**config.mk**
```make
export PLATFORM = sky130hd
export DESIGN_NAME = sbs_outbuf
export DESIGN_NICKNAME = d
export VERILOG_FILES = /design/src/design/assert_macros.svh /design/src/design/sbs_pkg.sv /design/src/design/sbs_outbuf.sv
export SDC_FILE = /design/constraint.sdc
export NUM_CORES = 1
export LEC_CHECK = 0
export ABC_AREA = 1
export BUFFER_PORTS_ARGS = -buffer_cell sky130_fd_sc_hd__buf_2
export CORE_MARGIN = 1.5
export CORE_UTILIZATION = 37
export DETAILED_ROUTE_END_ITERATION = 12
export PLACE_DENSITY = 0.74
export SETUP_SLACK_MARGIN = 0.15
export SYNTH_ARGS = -nofsm -noshare
export SYNTH_HDL_FRONTEND = slang
export SYNTH_SLANG_ARGS = --single-unit
```
**constraint.sdc**
```tcl
create_clock -name clk_i -period 0.85 [get_ports clk_i]
set_clock_uncertainty 0.05 [all_clocks]
set_input_delay 0.1275 -clock clk_i [delete_from_list [all_inputs] [get_ports clk_i]]
set_output_delay 0.1275 -clock clk_i [all_outputs]
set_load 0.02 [all_outputs]
```
**src/design/assert_macros.svh**
```systemverilog
// Assertion macros shared by the sorted binary search RTL.
// Included by the modules that carry concurrent assertions; no other dependencies.
`ifndef ASSERT_MACROS_SVH
`define ASSERT_MACROS_SVH
`ifndef SYNTHESIS
// Property that must hold at every clock edge outside reset.
`define SBS_ASSERT(lbl, clk, rst_n, prop) \
  lbl: assert property (@(posedge clk) disable iff (!rst_n) (prop)) \
    else $error("sorted binary search: assertion failed");
// Implication: antecedent now, consequent at the next edge.
`define SBS_ASSERT_NEXT(lbl, clk, rst_n, ante, cons) \
  lbl: assert property (@(posedge clk) disable iff (!rst_n) (ante) |=> (cons)) \
    else $error("sorted binary search: sequencing assertion failed");
`else
`define SBS_ASSERT(lbl, clk, rst_n, prop)
`define SBS_ASSERT_NEXT(lbl, clk, rst_n, ante, cons)
`endif
`endif

```
**src/design/sbs_pkg.sv**
```systemverilog
// Shared types and constants for the sorted binary search block.
// Used by every module of the block except sbs_ram; depends on nothing.
`timescale 1ns / 1ps

package sbs_pkg;

  // Store capacity and derived widths.
  localparam int unsigned MAX_ELEMENTS = 256;
  localparam int unsigned ADDR_W = (MAX_ELEMENTS > 1) ? $clog2(MAX_ELEMENTS) : 1;
  localparam int unsigned CNT_W = $clog2(MAX_ELEMENTS + 1);
  localparam int unsigned DATA_W = 32;
  localparam int unsigned POS_W = 9;
  localparam int unsigned CMP_W = 4;

  // Function codes of an input item.
  localparam logic FUNC_ADD = 1'b0;
  localparam logic FUNC_SEARCH = 1'b1;

  typedef struct packed {
    logic               func;
    logic signed [31:0] element_value;
    logic signed [31:0] target_value;
  } in_item_t;

  typedef struct packed {
    logic       found;
    logic [8:0] position;
    logic [3:0] comparisons;
    logic       overflowed;
  } out_item_t;

  // Result handed from the engine to the output buffer.
  typedef struct packed {
    logic      load;
    out_item_t item;
  } res_t;

  typedef enum logic [2:0] {
    ST_IDLE,
    ST_INS_RD,
    ST_INS_CMP,
    ST_SRCH_RD,
    ST_SRCH_CMP,
    ST_RESULT
  } state_e;

endpackage

```
**src/design/sbs_outbuf.sv**
```systemverilog
// Output register that holds one result item until the receiver takes it.
// Depends on sbs_pkg.
`timescale 1ns / 1ps

module sbs_outbuf (
  input  logic               clk_i,
  input  logic               rst_ni,
  input  sbs_pkg::res_t      res_i,
  output logic               can_load_o,
  output logic               out_valid_o,
  input  logic               out_stall_i,
  output sbs_pkg::out_item_t out_item_o
);

  logic               valid_q, valid_d;
  sbs_pkg::out_item_t item_q, item_d;

  // A new result may enter when the register is empty or being drained.
  assign can_load_o = !valid_q || !out_stall_i;

  always_comb begin
    valid_d = valid_q;
    item_d = item_q;
    if (res_i.load) begin
      valid_d = 1'b1;
      item_d = res_i.item;
    end else if (!out_stall_i) begin
      valid_d = 1'b0;
    end
  end

  always_ff @(posedge clk_i or negedge rst_ni) begin
    if (!rst_ni) begin
      valid_q <= 1'b0;
    end else begin
      valid_q <= valid_d;
    end
  end

  always_ff @(posedge clk_i) begin
    item_q <= item_d;
  end

  assign out_valid_o = valid_q;
  assign out_item_o = item_q;

endmodule

```
After elaboration in Yosys (flattened, before gate mapping):

Cells that the tools add are included.

* logic and storage cells: 11
* output and inout bits: 17
* flip-flop bits (word level): 16

* equal/unequal tests: 1
* reduce and logical (&&, ||, !) cells: 3
* mux-type cells: 2

Operators with widths (number)
* $logic_not A1 Y1: 2
* $mux W1: 2
* $ne A2 B2 Y1 const B: 1
* $logic_or A1 B1 Y1: 1

Logic depth before layout (Yosys ltp):

* depth in word-level cells: 2
* depth in mapped cells: 2
* depth with buffers taken out: 2

Worst setup path after synthesis:

OpenSTA, ideal clock, no wires.

* kind: flip-flop to flip-flop
* from: register, netlist name out_valid_o
* to: register valid_q (netlist: out_valid_o)
* stages on the path, launching flop included: 3
* arrival time: 0.645 ns
* setup slack: 0.033 ns
* path buffers: 0
* required time: 0.679 ns
* cell sequence: dfrtp_1 > nand2_2 > nand2_2

RTL lines
* to (signal assigned): line sbs_outbuf.sv:36 `valid_q <= valid_d;`
* to (decl): line sbs_outbuf.sv:15 `logic valid_q, valid_d;`

Worst setup path after layout:

* from: register valid_q (netlist: out_valid_o)
* to: output can_load_o

* word-level cells in the longest chain between the ends: 2

RTL lines
* $logic_not A1 Y1: line sbs_outbuf.sv:19 `assign can_load_o = !valid_q || !out_stall_i;`
* $logic_or A1 B1 Y1: line sbs_outbuf.sv:19
* to (decl): line sbs_outbuf.sv:9 `output logic can_load_o,`

No other way between the ends.

==> flow_summary.json <==
{
  "synth_fp_nets": 38,
  "die_x_microns": 39.5,
  "hold_slack_ps": -30.4,
  "hold_viol": 15,
  "maxCapViolations": 0,
  "clockBufferDepth": 2,
  "max-vdd-ir-drop_v": 0.00107,
  "grt_max_degree": 17,
  "grtUsageTotal_pct": 12.3,
  "synth_area_leaders": "edfxtp_1, dfrtp_1, nand2_2",
  "ys.flop_type": "edfxtp_1",
  "via_count": 319,
  "grt_pass1_wl_microns": 1160,
  "setup_viol": 18,
  "cellLeakagePower_nw": 0.358,
  "startpoint_type": "flop",
  "place.gp.congestion": 0.580,
  "synth.most_common_cell": "edfxtp_1",
  "hp-class": "input port to flop",
  "yosysTopAreaCellShare_pct": 91.6,
  "avgSynthCellArea_sq_um": 25.9,
  "synth-seq-cells": 16,
  "yosysSeqAreaShare_pct": 96.7,
  "yosysWarnings": 0,
  "synth-edff-count": 15,
  "fillers": 71,
  "grt_overflow": 0,
  "wl_per_cell_microns": 10.6,
  "rsz0062_at_grt": "true",
  "async_flop_share_pct": 6.25,
  "violations": "negative hold slack, negative setup slack",
  "place_ws_ps": 23.9,
  "cts-htree-levels": 1,
  "drtPass1Iterations": 2,
  "die_h_microns": 39.5,
  "place_area_sq_um": 691,
  "area_growth_pct": 63.6,
  "fp-row-count": 12,
  "grt_pass1_vias": 287,
  "cts_tree": "yes",
  "setup_slack_ps": -208,
  "antenna_found_initial": 0,
  "wl_microns": 794,
  "netlist_top_cells_count": "edfxtp_1, nand2_2, dfrtp_1, inv_1",
  "core-area_sq_um": 1170,
  "fin_crit_ps": 1060,
  "power.density_nw_per_um2": 1980,
  "drtIter0Drc": 4,
  "endpoint_kind": "output pin",
  "diodes": 0,
  "synth.cell_area_sq_um": 492,
  "finalCritPeriodShare_pct": 124,
  "final_area_sq_um": 805,
  "path_clk_slew_ps": 80,
  "final_nets": 81,
  "status": "finished with violations",
  "fmax_ghz": 0.945,
  "synth_cell_types": 4,
  "worstPathMaxFanout": 2,
  "crit_type": "flop to output pin",
  "via_per_inst": 4.25,
  "arrival_ps": 880,
  "start_util_pct": 42.0,
  "postCtsHoldBufs": 1,
  "drc": 0,
  "io-pin-count": 36,
  "root_buffer": "clkbuf_4",
  "place.port_buffers": 35,
  "ant_nets": 0,
  "synth_area_leader_cell": "edfxtp_1",
  "clk_latency_ps": 270,
  "worstMarginPinSlew_ps": 325,
  "slew_viol_final": 0,
  "fin_total_pwr_mw": 1.59,
  "syn_inst": 19,
  "layout-drive-gt1-share_pct": 70.5,
  "clock_sinks": 16,
  "dieArea_sq_um": 1560,
  "slew_headroom_pct": 78.3,
  "cts_inserted_buffers": 3,
  "required_ps": 670
}
-- layout by cell type (no fill, tap or decap) --
master,netlist,layout
dlygate4sd3_1,0,1
dfrtp_2,0,1
buf_6,0,10
buf_2,0,25
edfxtp_1,15,15
clkinv_1,0,1
clkbuf_4,0,3
inv_1,1,1
nand2_2,2,1
buf_4,0,2
nand2_4,0,1
-- worst max-delay path, cell delays in order (launching register included) --
cell	delay (ps)
dfrtp_2	430
nand2_4	60
buf_6	110
-- timing repair --
item / 4_1_cts / 5_1_grt
setup endpoints to repair: 17 / 18
hold endpoints to repair: 16 / 15
pin swaps: 1 / 0
cloned: 0 / 0
gates resized for setup: 2 / 18
setup buffers: 1 / 1
-- stage by stage --
stage / util [%] / setup TNS, ps / cells / hold WS [ps]
after floorplan: - / 0 / 19 / -218
after global placement: 59.0 / 0 / 68 / -148
after detailed placement: 59.0 / 0 / 68 / -147
after CTS: 63.2 / -2490 / 74 / -37.3
after global routing: 68.7 / -3050 / 75 / -45.4
final: 68.7 / -2370 / 75 / -30.4
-- area by class of cell --
type                    instances  area (sq um)  share of cell area (%)
repair buffers                 38           263                    32.7
clock buffers                   3          22.5                    2.80
inverters                       1          3.75                   0.467
well taps                      14          17.5                    2.18
multi-input cells               2          17.5                    2.18
clock inverters                 1          3.75                   0.467
flip-flops and latches         16           477                    59.3
-- per-layer routing --
layer / wire length (microns) / vias up / part of all wire [%] / GRT usage, %
li1: - / 155 / - / -
met1: 262 / 141 / 33 / 9.92
met2: 460 / 20 / 58 / 23.0
met3: 52 / 3 / 6.5 / 5.68
met4: 19 / 0 / 2.4 / 7.76
met5: 0 / - / 0 / 0
-- worst paths after layout --
path | slack [ps] | startpoint | to | cells after the start
max in group asynchronous | 530 | rst_ni | out_valid_o | 2
min reg2reg | 690 | out_valid_o | out_valid_o | 4
max reg2reg | -20 | out_valid_o | out_valid_o | 4
min in group asynchronous | 130 | rst_ni | out_valid_o | 2
min | -30 | res_i[2] | out_item_o[2] | 1
max | -210 | out_valid_o | can_load_o | 2
-- cells by family after synthesis --
group	count (synthesis)	synth area share (%)
flops	16	96.7
simple gates	2	2.54
buf+inv	1	0.763
-- power by group --
group | internal (mW) | leakage [nW] | switching (mW)
Sequential | 0.930 | 0.157 | 0.0220
Clock | 0.170 | 0.0154 | 0.215
Combinational | 0.126 | 0.186 | 0.132
-- registers in the layout, summed over array words and instances (netlist names) --
register / cells
out_item_o: 15
out_valid_o: 1
Note: power is estimated with default switching activity, not from simulation.
